<file path="config.mk">
export PLATFORM = sky130hd
export DESIGN_NAME = rolling_hash_substring_matcher
export DESIGN_NICKNAME = d
export VERILOG_FILES = /design/src/rtl/rhsm_pkg.sv /design/src/rtl/rolling_hash_substring_matcher.sv /design/src/rtl/rhsm_front.sv /design/src/rtl/rhsm_queue.sv /design/src/rtl/rhsm_back.sv
export SDC_FILE = /design/constraint.sdc
export NUM_CORES = 2
export LEC_CHECK = 0
export BUFFER_PORTS_ARGS = -buffer_cell sky130_fd_sc_hd__buf_2
export CAP_MARGIN = 20
export CORE_MARGIN = 5
export CORE_UTILIZATION = 30
export CTS_CLUSTER_SIZE = 40
export DETAILED_ROUTE_END_ITERATION = 8
export PLACE_DENSITY_LB_ADDON = 0.08
export SYNTH_ARGS = -nofsm -noshare
export SYNTH_HDL_FRONTEND = slang
export SYNTH_HIERARCHICAL = 1
export SYNTH_SLANG_ARGS = --single-unit
</file>
<file path="constraint.sdc">
create_clock -name clk -period 17.3 [get_ports clk]
set_input_delay 1.73 -clock clk [delete_from_list [all_inputs] [get_ports clk]]
set_output_delay 1.73 -clock clk [all_outputs]
set_load 0.02 [all_outputs]
</file>
<file path="src/rtl/rhsm_pkg.sv">
`default_nettype none

package rhsm_pkg;

    localparam int MAX_PATTERN = 16;
    localparam int LEN_W       = 5;
    localparam int INDEX_BITS  = 32;
    localparam int COUNT_W     = 32;
    localparam int HASH_W      = 7;
    localparam int HASH_MOD    = 101;
    localparam int BASE_MOD    = 256 % HASH_MOD;
    localparam int HASH_BIAS   = HASH_MOD * 253;
    localparam int RECIP       = 65536 / HASH_MOD;
    localparam int RECIP_SHIFT = 16;
    localparam int SUM_W       = 15;
    localparam int CFG_IDX_W   = 2;
    localparam int CFG_DATA_W  = 64;
    localparam int QUEUE_DEPTH = 2;
    localparam int PTR_W       = $clog2(QUEUE_DEPTH);
    localparam int CNT_W       = $clog2(QUEUE_DEPTH + 1);

    typedef enum logic [CFG_IDX_W-1:0] {
        CFG_PATTERN_LOW    = 2'd0,
        CFG_PATTERN_HIGH   = 2'd1,
        CFG_PATTERN_LENGTH = 2'd2
    } cfg_reg_t;

    typedef struct packed {
        logic [7:0] text_byte;
        logic       text_end;
    } text_in_t;

    typedef struct packed {
        logic                  hash_equal;
        logic                  match_found;
        logic [INDEX_BITS-1:0] match_start;
        logic [COUNT_W-1:0]    match_total;
        logic                  text_done;
    } result_t;

    typedef struct packed {
        logic [HASH_W-1:0]     hash;
        logic                  window_full;
        logic                  window_same;
        logic [INDEX_BITS-1:0] byte_index;
        logic                  text_end;
    } rec_t;

    typedef struct packed {
        logic              clear;
        logic [LEN_W-1:0]  used_len;
        logic [HASH_W-1:0] phash;
    } ctrl_t;

    // Reduces x modulo 101 by a reciprocal multiply and up to two corrective subtractions.
    function automatic logic [HASH_W-1:0] hash_mod(input logic [SUM_W-1:0] x);
        logic [SUM_W+9:0] prod;
        logic [8:0]       quot;
        logic [15:0]      rem;
        begin
            prod = (SUM_W + 10)'(x) * (SUM_W + 10)'(RECIP);
            quot = prod[RECIP_SHIFT +: 9];
            rem  = {1'b0, x} - 16'(quot) * 16'(HASH_MOD);
            if (rem >= 16'(HASH_MOD))
            begin
                rem = rem - 16'(HASH_MOD);
            end
            if (rem >= 16'(HASH_MOD))
            begin
                rem = rem - 16'(HASH_MOD);
            end
            return rem[HASH_W-1:0];
        end
    endfunction

    // 256 to the power len, modulo 101.
    function automatic logic [HASH_W-1:0] base_pow(input logic [LEN_W-1:0] len);
        logic [HASH_W-1:0] value;
        begin
            case (len)
                5'd1:    value = 7'd54;
                5'd2:    value = 7'd88;
                5'd3:    value = 7'd5;
                5'd4:    value = 7'd68;
                5'd5:    value = 7'd36;
                5'd6:    value = 7'd25;
                5'd7:    value = 7'd37;
                5'd8:    value = 7'd79;
                5'd9:    value = 7'd24;
                5'd10:   value = 7'd84;
                5'd11:   value = 7'd92;
                5'd12:   value = 7'd19;
                5'd13:   value = 7'd16;
                5'd14:   value = 7'd56;
                5'd15:   value = 7'd95;
                5'd16:   value = 7'd80;
                default: value = 7'd1;
            endcase
            return value;
        end
    endfunction

endpackage

`default_nettype wire

</file>
<file path="src/rtl/rolling_hash_substring_matcher.sv">
// A byte's record is registered in the input queue and its result then in the output
// buffer, where it can be taken. Throughput: one byte per cycle while full is low;
// two-entry queues decouple input, compare and output.
// After reset or a pattern register write, full stays high while the pattern hash is
// built one byte per cycle over the used pattern length (at most 16).
// Reset is asynchronous and active low; it clears the pattern, window, hash and counters.
`default_nettype none

module rolling_hash_substring_matcher (
    input  wire logic                            clk,
    input  wire logic                            rst_n,
    input  wire logic                            push,
    input  wire rhsm_pkg::text_in_t              in_item,
    output logic                                 full,
    output logic                                 empty,
    input  wire logic                            pop,
    output rhsm_pkg::result_t                    out_item,
    input  wire logic                            cfg_write,
    input  wire logic [rhsm_pkg::CFG_IDX_W-1:0]  cfg_index,
    input  wire logic [rhsm_pkg::CFG_DATA_W-1:0] cfg_data
);

    logic            q_push;
    logic            q_pop;
    logic            q_full;
    logic            q_empty;
    rhsm_pkg::rec_t  q_wr_rec;
    rhsm_pkg::rec_t  q_rd_rec;
    rhsm_pkg::ctrl_t ctrl;

    rhsm_front u_front (
        .clk       (clk),
        .rst_n     (rst_n),
        .push      (push),
        .in_item   (in_item),
        .full      (full),
        .cfg_write (cfg_write),
        .cfg_index (cfg_index),
        .cfg_data  (cfg_data),
        .q_full    (q_full),
        .q_push    (q_push),
        .q_rec     (q_wr_rec),
        .ctrl      (ctrl)
    );

    rhsm_queue u_queue (
        .clk    (clk),
        .rst_n  (rst_n),
        .wr_en  (q_push),
        .wr_rec (q_wr_rec),
        .full   (q_full),
        .rd_en  (q_pop),
        .rd_rec (q_rd_rec),
        .empty  (q_empty)
    );

    rhsm_back u_back (
        .clk      (clk),
        .rst_n    (rst_n),
        .ctrl     (ctrl),
        .q_empty  (q_empty),
        .q_rec    (q_rd_rec),
        .q_pop    (q_pop),
        .pop      (pop),
        .empty    (empty),
        .out_item (out_item)
    );

`ifndef SYNTHESIS
    a_cfg_blocks_input: assert property (@(posedge clk) disable iff (!rst_n)
        (cfg_write && (cfg_index == rhsm_pkg::CFG_PATTERN_LOW
                       || cfg_index == rhsm_pkg::CFG_PATTERN_HIGH
                       || cfg_index == rhsm_pkg::CFG_PATTERN_LENGTH)) |=> full)
        else $error("input not held off while the pattern hash is rebuilt");

    a_queue_no_overflow: assert property (@(posedge clk) disable iff (!rst_n)
        q_full |-> !q_push)
        else $error("item written into a full queue");

    a_found_needs_hash: assert property (@(posedge clk) disable iff (!rst_n)
        (!empty && out_item.match_found) |-> out_item.hash_equal)
        else $error("match reported without a hash hit");

    a_start_zero: assert property (@(posedge clk) disable iff (!rst_n)
        (!empty && !out_item.match_found) |-> (out_item.match_start == '0))
        else $error("match start nonzero without a match");
`endif

endmodule

`default_nettype wire

</file>
<file path="src/rtl/rhsm_front.sv">
`default_nettype none

module rhsm_front (
    input  wire logic                                 clk,
    input  wire logic                                 rst_n,
    input  wire logic                                 push,
    input  wire rhsm_pkg::text_in_t                   in_item,
    output logic                                      full,
    input  wire logic                                 cfg_write,
    input  wire logic [rhsm_pkg::CFG_IDX_W-1:0]       cfg_index,
    input  wire logic [rhsm_pkg::CFG_DATA_W-1:0]      cfg_data,
    input  wire logic                                 q_full,
    output logic                                      q_push,
    output rhsm_pkg::rec_t                            q_rec,
    output rhsm_pkg::ctrl_t                           ctrl
);

    typedef enum logic [1:0] {
        SEQ_IDLE = 2'b01,
        SEQ_HASH = 2'b10
    } seq_state_t;

    seq_state_t                          state_reg;
    logic [rhsm_pkg::LEN_W-1:0]          step_reg;
    logic [rhsm_pkg::HASH_W-1:0]         phash_reg;
    logic [7:0]                          align_reg [rhsm_pkg::MAX_PATTERN];
    logic [7:0]                          align_next [rhsm_pkg::MAX_PATTERN];
    logic [rhsm_pkg::CFG_DATA_W-1:0]     pat_low_reg;
    logic [rhsm_pkg::CFG_DATA_W-1:0]     pat_high_reg;
    logic [rhsm_pkg::LEN_W-1:0]          plen_reg;
    logic [7:0]                          window_reg [rhsm_pkg::MAX_PATTERN];
    logic [7:0]                          window_next [rhsm_pkg::MAX_PATTERN];
    logic [rhsm_pkg::HASH_W-1:0]         hash_reg;
    logic [rhsm_pkg::HASH_W-1:0]         hash_next;
    logic [rhsm_pkg::INDEX_BITS-1:0]     seen_reg;
    logic [rhsm_pkg::INDEX_BITS-1:0]     seen_next;

    logic [2*rhsm_pkg::CFG_DATA_W-1:0]   pattern;
    logic [rhsm_pkg::LEN_W-1:0]          used_len;
    logic [rhsm_pkg::LEN_W-1:0]          lead_pos;
    logic [7:0]                          step_byte;
    logic [7:0]                          leave_byte;
    logic [rhsm_pkg::HASH_W-1:0]         horner;
    logic [rhsm_pkg::HASH_W-1:0]         roll;
    logic [rhsm_pkg::MAX_PATTERN-1:0]    eq_bits;
    logic                                cfg_hit;
    logic                                accept;

    assign pattern  = {pat_high_reg, pat_low_reg};
    assign used_len = (plen_reg > rhsm_pkg::LEN_W'(rhsm_pkg::MAX_PATTERN))
                      ? rhsm_pkg::LEN_W'(rhsm_pkg::MAX_PATTERN) : plen_reg;
    assign cfg_hit  = cfg_write && (cfg_index == rhsm_pkg::CFG_PATTERN_LOW
                      || cfg_index == rhsm_pkg::CFG_PATTERN_HIGH
                      || cfg_index == rhsm_pkg::CFG_PATTERN_LENGTH);
    assign full     = (state_reg != SEQ_IDLE) || q_full;
    assign accept   = push && !full;

    // The pattern hash is built by Horner's rule, one pattern byte per cycle.
    assign step_byte = pattern[{step_reg[3:0], 3'b000} +: 8];
    assign horner    = rhsm_pkg::hash_mod(
                           rhsm_pkg::SUM_W'(phash_reg) * rhsm_pkg::SUM_W'(rhsm_pkg::BASE_MOD)
                           + rhsm_pkg::SUM_W'(step_byte));

    always_comb
    begin
        logic [rhsm_pkg::LEN_W-1:0] pos;
        for (int j = 0; j < rhsm_pkg::MAX_PATTERN; j++)
        begin
            pos = used_len - rhsm_pkg::LEN_W'(1) - rhsm_pkg::LEN_W'(j);
            if (rhsm_pkg::LEN_W'(j) < used_len)
            begin
                align_next[j] = pattern[{pos[3:0], 3'b000} +: 8];
            end
            else
            begin
                align_next[j] = 8'd0;
            end
        end
    end

    always_ff @(posedge clk or negedge rst_n)
    begin
        if (!rst_n)
        begin
            pat_low_reg  <= '0;
            pat_high_reg <= '0;
            plen_reg     <= '0;
        end
        else if (cfg_write)
        begin
            case (cfg_index)
                rhsm_pkg::CFG_PATTERN_LOW:    pat_low_reg  <= cfg_data;
                rhsm_pkg::CFG_PATTERN_HIGH:   pat_high_reg <= cfg_data;
                rhsm_pkg::CFG_PATTERN_LENGTH: plen_reg     <= cfg_data[rhsm_pkg::LEN_W-1:0];
                default:                      plen_reg     <= plen_reg;
            endcase
        end
    end

    always_ff @(posedge clk or negedge rst_n)
    begin
        if (!rst_n)
        begin
            state_reg <= SEQ_HASH;
            step_reg  <= '0;
            phash_reg <= '0;
        end
        else if (cfg_hit)
        begin
            state_reg <= SEQ_HASH;
            step_reg  <= '0;
            phash_reg <= '0;
        end
        else
        begin
            case (state_reg)
                SEQ_HASH:
                begin
                    if (step_reg == used_len)
                    begin
                        state_reg <= SEQ_IDLE;
                    end
                    else
                    begin
                        phash_reg <= horner;
                        step_reg  <= step_reg + rhsm_pkg::LEN_W'(1);
                    end
                end
                default:
                begin
                    state_reg <= SEQ_IDLE;
                end
            endcase
        end
    end

    always_ff @(posedge clk)
    begin
        if (state_reg == SEQ_HASH)
        begin
            align_reg <= align_next;
        end
    end

    // Rolling update: h' = h*256 + b - leaving*256^m, all modulo 101.
    assign lead_pos   = used_len - rhsm_pkg::LEN_W'(1);
    assign leave_byte = window_reg[lead_pos[3:0]];
    assign roll       = rhsm_pkg::hash_mod(
                            rhsm_pkg::SUM_W'(hash_reg) * rhsm_pkg::SUM_W'(rhsm_pkg::BASE_MOD)
                            + rhsm_pkg::SUM_W'(in_item.text_byte)
                            + rhsm_pkg::SUM_W'(rhsm_pkg::HASH_BIAS)
                            - rhsm_pkg::SUM_W'(leave_byte)
                              * rhsm_pkg::SUM_W'(rhsm_pkg::base_pow(used_len)));
    assign hash_next  = (used_len == '0) ? hash_reg : roll;
    assign seen_next  = (seen_reg == '1) ? seen_reg
                        : seen_reg + rhsm_pkg::INDEX_BITS'(1);

    always_comb
    begin
        window_next[0] = in_item.text_byte;
        for (int j = 1; j < rhsm_pkg::MAX_PATTERN; j++)
        begin
            window_next[j] = window_reg[j-1];
        end
        for (int j = 0; j < rhsm_pkg::MAX_PATTERN; j++)
        begin
            eq_bits[j] = (window_next[j] == align_reg[j])
                         || (rhsm_pkg::LEN_W'(j) >= used_len);
        end
    end

    always_ff @(posedge clk or negedge rst_n)
    begin
        if (!rst_n)
        begin
            for (int j = 0; j < rhsm_pkg::MAX_PATTERN; j++)
            begin
                window_reg[j] <= '0;
            end
            hash_reg <= '0;
            seen_reg <= '0;
        end
        else if (cfg_hit || (accept && in_item.text_end))
        begin
            for (int j = 0; j < rhsm_pkg::MAX_PATTERN; j++)
            begin
                window_reg[j] <= '0;
            end
            hash_reg <= '0;
            seen_reg <= '0;
        end
        else if (accept)
        begin
            window_reg <= window_next;
            hash_reg   <= hash_next;
            seen_reg   <= seen_next;
        end
    end

    assign q_push            = accept;
    assign q_rec.hash        = hash_next;
    assign q_rec.window_full = (used_len != '0)
                               && (seen_next >= rhsm_pkg::INDEX_BITS'(used_len));
    assign q_rec.window_same = &eq_bits;
    assign q_rec.byte_index  = seen_reg;
    assign q_rec.text_end    = in_item.text_end;

    assign ctrl.clear    = cfg_hit;
    assign ctrl.used_len = used_len;
    assign ctrl.phash    = phash_reg;

endmodule

`default_nettype wire

</file>
<file path="src/rtl/rhsm_queue.sv">
`default_nettype none

module rhsm_queue (
    input  wire logic           clk,
    input  wire logic           rst_n,
    input  wire logic           wr_en,
    input  wire rhsm_pkg::rec_t wr_rec,
    output logic                full,
    input  wire logic           rd_en,
    output rhsm_pkg::rec_t      rd_rec,
    output logic                empty
);

    rhsm_pkg::rec_t                 mem_reg [rhsm_pkg::QUEUE_DEPTH];
    logic [rhsm_pkg::PTR_W-1:0]     wr_ptr_reg;
    logic [rhsm_pkg::PTR_W-1:0]     rd_ptr_reg;
    logic [rhsm_pkg::CNT_W-1:0]     count_reg;
    logic [rhsm_pkg::CNT_W-1:0]     count_next;

    assign full   = count_reg == rhsm_pkg::CNT_W'(rhsm_pkg::QUEUE_DEPTH);
    assign empty  = count_reg == '0;
    assign rd_rec = mem_reg[rd_ptr_reg];

    always_comb
    begin
        count_next = count_reg;
        if (wr_en && !rd_en)
        begin
            count_next = count_reg + rhsm_pkg::CNT_W'(1);
        end
        else if (rd_en && !wr_en)
        begin
            count_next = count_reg - rhsm_pkg::CNT_W'(1);
        end
    end

    always_ff @(posedge clk)
    begin
        if (wr_en)
        begin
            mem_reg[wr_ptr_reg] <= wr_rec;
        end
    end

    always_ff @(posedge clk or negedge rst_n)
    begin
        if (!rst_n)
        begin
            wr_ptr_reg <= '0;
            rd_ptr_reg <= '0;
            count_reg  <= '0;
        end
        else
        begin
            if (wr_en)
            begin
                wr_ptr_reg <= wr_ptr_reg + rhsm_pkg::PTR_W'(1);
            end
            if (rd_en)
            begin
                rd_ptr_reg <= rd_ptr_reg + rhsm_pkg::PTR_W'(1);
            end
            count_reg <= count_next;
        end
    end

endmodule

`default_nettype wire

</file>
<file path="src/rtl/rhsm_back.sv">
`default_nettype none

module rhsm_back (
    input  wire logic            clk,
    input  wire logic            rst_n,
    input  wire rhsm_pkg::ctrl_t ctrl,
    input  wire logic            q_empty,
    input  wire rhsm_pkg::rec_t  q_rec,
    output logic                 q_pop,
    input  wire logic            pop,
    output logic                 empty,
    output rhsm_pkg::result_t    out_item
);

    rhsm_pkg::result_t                obuf_reg [rhsm_pkg::QUEUE_DEPTH];
    logic [rhsm_pkg::PTR_W-1:0]       owr_reg;
    logic [rhsm_pkg::PTR_W-1:0]       ord_reg;
    logic [rhsm_pkg::CNT_W-1:0]       ocount_reg;
    logic [rhsm_pkg::CNT_W-1:0]       ocount_next;
    logic [rhsm_pkg::COUNT_W-1:0]     counter_reg;
    logic [rhsm_pkg::COUNT_W-1:0]     counter_inc;
    logic [rhsm_pkg::COUNT_W-1:0]     total;
    logic                             hit;
    logic                             found;
    logic                             out_pop;
    rhsm_pkg::result_t                res;

    assign hit   = q_rec.window_full && (q_rec.hash == ctrl.phash);
    assign found = hit && q_rec.window_same;

    assign counter_inc = (counter_reg == '1) ? counter_reg
                         : counter_reg + rhsm_pkg::COUNT_W'(1);
    assign total       = found ? counter_inc : counter_reg;

    assign res.hash_equal  = hit;
    assign res.match_found = found;
    assign res.match_start = found
                             ? q_rec.byte_index - rhsm_pkg::INDEX_BITS'(ctrl.used_len)
                               + rhsm_pkg::INDEX_BITS'(1)
                             : '0;
    assign res.match_total = total;
    assign res.text_done   = q_rec.text_end;

    assign q_pop    = !q_empty && (ocount_reg != rhsm_pkg::CNT_W'(rhsm_pkg::QUEUE_DEPTH));
    assign empty    = ocount_reg == '0;
    assign out_pop  = pop && !empty;
    assign out_item = obuf_reg[ord_reg];

    always_comb
    begin
        ocount_next = ocount_reg;
        if (q_pop && !out_pop)
        begin
            ocount_next = ocount_reg + rhsm_pkg::CNT_W'(1);
        end
        else if (out_pop && !q_pop)
        begin
            ocount_next = ocount_reg - rhsm_pkg::CNT_W'(1);
        end
    end

    always_ff @(posedge clk)
    begin
        if (q_pop)
        begin
            obuf_reg[owr_reg] <= res;
        end
    end

    always_ff @(posedge clk or negedge rst_n)
    begin
        if (!rst_n)
        begin
            owr_reg     <= '0;
            ord_reg     <= '0;
            ocount_reg  <= '0;
            counter_reg <= '0;
        end
        else
        begin
            if (q_pop)
            begin
                owr_reg <= owr_reg + rhsm_pkg::PTR_W'(1);
            end
            if (out_pop)
            begin
                ord_reg <= ord_reg + rhsm_pkg::PTR_W'(1);
            end
            ocount_reg <= ocount_next;
            if (ctrl.clear)
            begin
                counter_reg <= '0;
            end
            else if (q_pop)
            begin
                counter_reg <= q_rec.text_end ? '0 : total;
            end
        end
    end

endmodule

`default_nettype wire
</file>
Word-level counts from Yosys, hierarchy flattened
Memory sizes are Yosys's and may differ from the RTL's.
Index checks and enable logic that the tools add are counted.
{"block": "totals", "ram_bits": 218, "memories": 3, "input_bits": 80, "mem_bits_ro": 224, "register_bits": 482, "out_inout_bits": 69}
{"name": "(no name shown)", "depth": 32, "width": 7, "rd": 1, "rd_clocked_by_memory_dff": 0, "wr": 0, "line_no": "rhsm_pkg.sv:80", "source": "case (len)"}
{"name": "u_back.obuf_reg", "depth": 2, "width": 67, "rd": 1, "rd_clocked_by_memory_dff": 0, "wr": 1, "line_no": "rhsm_back.sv:15", "source": "rhsm_pkg::result_t obuf_reg [rhsm_pkg::QUEUE_DEPTH];"}
{"name": "u_queue.mem_reg", "depth": 2, "width": 42, "rd": 1, "rd_clocked_by_memory_dff": 0, "wr": 1, "line_no": "rhsm_queue.sv:14", "source": "rhsm_pkg::rec_t mem_reg [rhsm_pkg::QUEUE_DEPTH];"}
{"block": "op_classes", "add_sub_neg": 39, "n_shift": 17, "mux": 39, "n_mul": 7, "n_reduce_logical": 53, "order_cmp": 39, "n_eq_ne": 28, "bitwise_logic": 1}
{"operator": "$shiftx 128x8->8", "n": 17}
{"operator": "$mux 32", "n": 9}
{"operator": "$mux 128", "n": 2}
{"operator": "$eq 8x8->1", "n": 16}
{"operator": "$add 32x1->32 const B", "n": 3}
{"operator": "$eq 32x32->1 const B", "n": 2}
{"operator": "$ge 16x7->1 const B", "n": 4}
{"operator": "$mux 7", "n": 8}
{"operator": "$mul 15x7->22 const B", "n": 2}
{"operator": "$ge 4x5->1 const A", "n": 8}
{"operator": "$lt 4x5->1 const A", "n": 8}
{"operator": "$bmux 8 s4", "n": 1}
{"operator": "$ge 32x5->1", "n": 1}
{"operator": "$mul 9x7->16 const B", "n": 2}
{"operator": "$mux 16", "n": 2}
{"operator": "$sub 15x16->16", "n": 2}
{"operator": "$sub 16x7->16 const B", "n": 2}
{"operator": "$sub 32x5->32", "n": 1}
{"operator": "$sub 4x4->4 const B", "n": 8}
{"operator": "$add 13x8->14", "n": 2}
{"operator": "$mul 7x5->12 const B", "n": 2}
{"operator": "$ge 3x5->1 const A", "n": 4}
{"operator": "$logic_or 1x1->1", "n": 20}
{"operator": "$lt 3x5->1 const A", "n": 4}
{"operator": "other kinds (37)", "n": 93}

Logic depth before layout (Yosys ltp)
{"block": "logic_depth", "ltp_word": 19, "depth_mapped": 72, "ltp_nobuf": 66}

Hierarchy
Netlist, hierarchy kept.
{"module": "rhsm_front", "seq_area_each_um2": 11702.5, "instances": 1, "cells_each": 3596, "area_per_inst_um2": 37624.8}
{"module": "rhsm_back", "seq_area_each_um2": 4924.7, "instances": 1, "cells_each": 825, "area_per_inst_um2": 9464.1}
{"module": "rhsm_queue", "seq_area_each_um2": 2622.5, "instances": 1, "cells_each": 147, "area_per_inst_um2": 3419.5}

Least setup slack after synthesis
No wires, ideal clock.
{"block": "synth_path", "path_kind": "reg-to-reg", "start": "reg u_front/plen_reg[4] in the netlist's numbering", "end": "mem u_queue/mem_reg[0][41] in the netlist's numbering, data pin", "stages_incl_launch_ff": 64, "arrival_ns": 15.861, "n_path_buf": 6, "slack_ns": 1.167, "cell_sequence": "dfrtp_1 clkbuf_1 inv_1 nand2_1 clkbuf_1 clkbuf_1 clkbuf_1 ha_1 inv_2 buf_1 clkbuf_1 nand2_1 nand2_1 o21ai_1 nand2b_1 fa_1 fa_1 fa_1 (+28 left out) ha_1 a21o_1 a21o_1 a21oi_1 o21ai_0 xor2_1 or4_4 nor3_4 nand2_4 xnor2_1 inv_1 ha_1 nand2b_1 o31ai_1 a21oi_2 nor2_4 nor3_1 o31ai_1"}
{"element": "start, declared", "line_no": "rhsm_front.sv:30", "source": "logic [rhsm_pkg::LEN_W-1:0] plen_reg;"}
{"element": "start signal, assigned", "line_no": "rhsm_front.sv:94", "source": "rhsm_pkg::CFG_PATTERN_LENGTH: plen_reg <= cfg_data[rhsm_pkg::LEN_W-1:0];"}
{"element": "start signal, assigned", "line_no": "rhsm_front.sv:95", "source": "default: plen_reg <= plen_reg;"}
{"element": "end, declared", "line_no": "rhsm_queue.sv:14"}

==> impl_metrics.yaml <==
clock_network:
  cts_sinks: 700
  cts_buffers: 88
  cts_setup_buffers: 0
  cts_hold_buf: 0
  cts_tree: "yes"
  htreeDepth: 3
  root_buffer: "clkbuf_16"
  clk_latency_ns: 0.72
  cts.clk_slew.worst_paths_ns: 0.06
  cts_resized: 0
  cts_buffer_depth: 3
timing:
  skew_ns: 0.0641
  worst_slew_pin_slew_ns: 1.13
  period_minus_slack_ns: 16.21
  slew-limit-headroom_pct: 24.2
  hold_viol: 0
  max_freq_ghz: 0.0617
  tns_ns: 0
  setup_viol_count_final: 0
  slew_viol_final: 0
  rsz0062_at_grt: "false"
  timing.final.crit_share_pct: 93.7
route:
  wl_met1_um: 76800
  drtPass1Iterations: 5
  drtAntennaViolNets: 0
  drt-total-wl_um: 163000
  num_vias: 35400
  met3_length_um: 6700
  route.met2.wl_um: 74500
  dr.max_layer_used: "met4"
  wire_per_inst_um: 23.5
  via_per_inst: 5.10
  drc_errors: 0
  drtIter0Drc: 2463
yosys:
  synth-async-reset-ratio_pct: 50.6
  netlist_top_cells_area: "edfxtp_1, dfrtp_1, ha_1, mux4_2, mux2i_1"
  ys_dominant_reg_cell: "dfrtp_1"
  avgSynthCellArea_um2: 11.1
  syn-instance-count: 4568
  synth_edf_count: 346
  yosys_register_bits: 700
  syn_area_um2: 50500
  yosysTopAreaCell: "edfxtp_1"
  yosysUniqueCellTypes: 104
  synthMostInstantiatedCell: "nand2_1"
  ys_top_cells_by_count: "nand2_1, ha_1, inv_1"
  yosys_warnings: 6
  seq_area_frac_synth_pct: 38.1
  syn_nets: 5134
  synth_top_area_share_pct: 20.6
placed_design:
  place_congestion: 0.887
  port_buffers: 148
  dp_hpwl_um: 125000
worst_setup_path:
  worstSetupStartpointType: "register"
  path_class: "reg -> reg"
  ff2ff_path_depth: 60
  r2r_start: "u_front/plen_reg[4]"
  critPathSlowestCell: "fa_1"
  crit_arrival_ns: 16.57
  cp.required_ns: 17.67
  reg2reg_to: "u_queue/mem_reg[1][38]"
  critical_path.most_common_cell: "inv_1"
  critPathCapture: "u_queue/mem_reg[1][38]"
  startpoint: "u_front/plen_reg[4]"
  crit_fanout: 22
  slowest_delay_ns: 0.56
  cp-end-kind: "register"
  r2r_slack_ns: 1.09
cells_and_area:
  nets: 5233
  final_util_pct: 34.0
  syn_to_final_growth_pct: 12.5
  largest_reg_flops: 134
  n_fill_cell: 16900
  post_route_cells_drive_above_1_share_pct: 17.1
global_route:
  grt_pass1_wl_um: 243000
  grt_pass1_vias: 35300
  track_usage_pct: 18.3
  overflow: 0
  antenna_found_initial: 5
  grt_max_degree: 80
floorplanning:
  die_x_um: 420
  rows: 150
  core-area_um2: 167000
  die-height_um: 420
  die_area_um2: 177000
  pin_count: 149
  initial_core_util_pct: 30.2
run:
  drv_cap: 0
status:
  outcome: "complete, no violations"
min_path:
  min_path_type: "reg -> reg"
[final cells by class]
cell class | instances | area (µm²) | area share [%]
Clock buffer | 118 | 2430 | 4.27
Multi-Input combinational cell | 3284 | 29100 | 51.2
Sequential cell | 700 | 19300 | 33.9
Timing Repair Buffer | 224 | 1330 | 2.34
Inverter | 369 | 1390 | 2.44
Antenna cell | 1 | 2.50 | 0.00440
Tap cell | 2204 | 2760 | 4.85
Clock inverter | 45 | 564 | 0.993
[worst min-delay path by stage]
stage	start	to	slack (ns)	depth (start not counted)
floorplan	u_front/seen_reg[12]	u_queue/mem_reg[0][13]	0.44	0
global placement	u_queue/count_reg[1]	u_queue/count_reg[1]	0.48	1
detailed placement	u_queue/count_reg[1]	u_queue/count_reg[1]	0.48	1
CTS	u_queue/count_reg[1]	u_queue/count_reg[1]	0.49	1
global route	u_queue/count_reg[1]	u_queue/count_reg[1]	0.50	1
finish	u_queue/count_reg[1]	u_queue/count_reg[1]	0.49	1
[layer usage]
metal / global-route usage (%) / vias up
met3: 2.63 / 188
met5: 0 / -
li1: - / 16800
met4: 5.28 / 0
met1: 25.8 / 17700
met2: 29.4 / 730
[cells by family (layout without fill, tap and decap cells)]
kind of cell	Yosys count	after routing	synth area share, %
multiplexers	634	634	16.8
AND/OR/NAND/NOR	1062	1062	10.5
AO/OA/AOI/OAI	751	751	10.0
adder cells (fa/ha/maj)	487	487	13.9
XOR/XNOR	350	350	6.07
buffers and inverters	584	756	4.58
flip-flops	700	700	38.1
other	0	1	0
[per-stage QoR]
step / setup slack [ns] / cells / cell area (µm²) / hold WS [ns]
after floorplan: 1.17 / 4568 / 50500 / 0.440
after global placement: 0.979 / 6777 / 53800 / 0.480
after detailed placement: 0.750 / 6780 / 53800 / 0.484
after CTS: 0.645 / 6943 / 56800 / 0.493
after global routing: 0.00805 / 6944 / 56800 / 0.499
final: 1.09 / 6945 / 56800 / 0.490
[cell usage in the layout, fill, tap and decap left out, drive strengths merged, types with 121 or more instances in the layout]
cell    instances
a21oi         161
a22o          129
buf           223
dfrtp         353
edfxtp        346
fa            121
ha            365
inv           374
mux2          246
mux2i         252
mux4          136
nand2         406
nor2          170
o21ai         157
xnor2         237
[critical path, delay by kind of cell, from the launching register on]
family | cells | cell delay [ns]
and+or+nand+nor | 11 | 2.08
adders and majority gates | 17 | 7.16
muxes | 1 | 0.37
DFF | 1 | 0.37
xor gates and xnor gates | 5 | 1.45
AOI/OAI and AO/OA | 14 | 2.81
buffers and inverters | 12 | 1.57
Power is left out: the tool's default activity adds up to more than one toggle a clock period on the data nets, which glitch-free logic cannot reach.
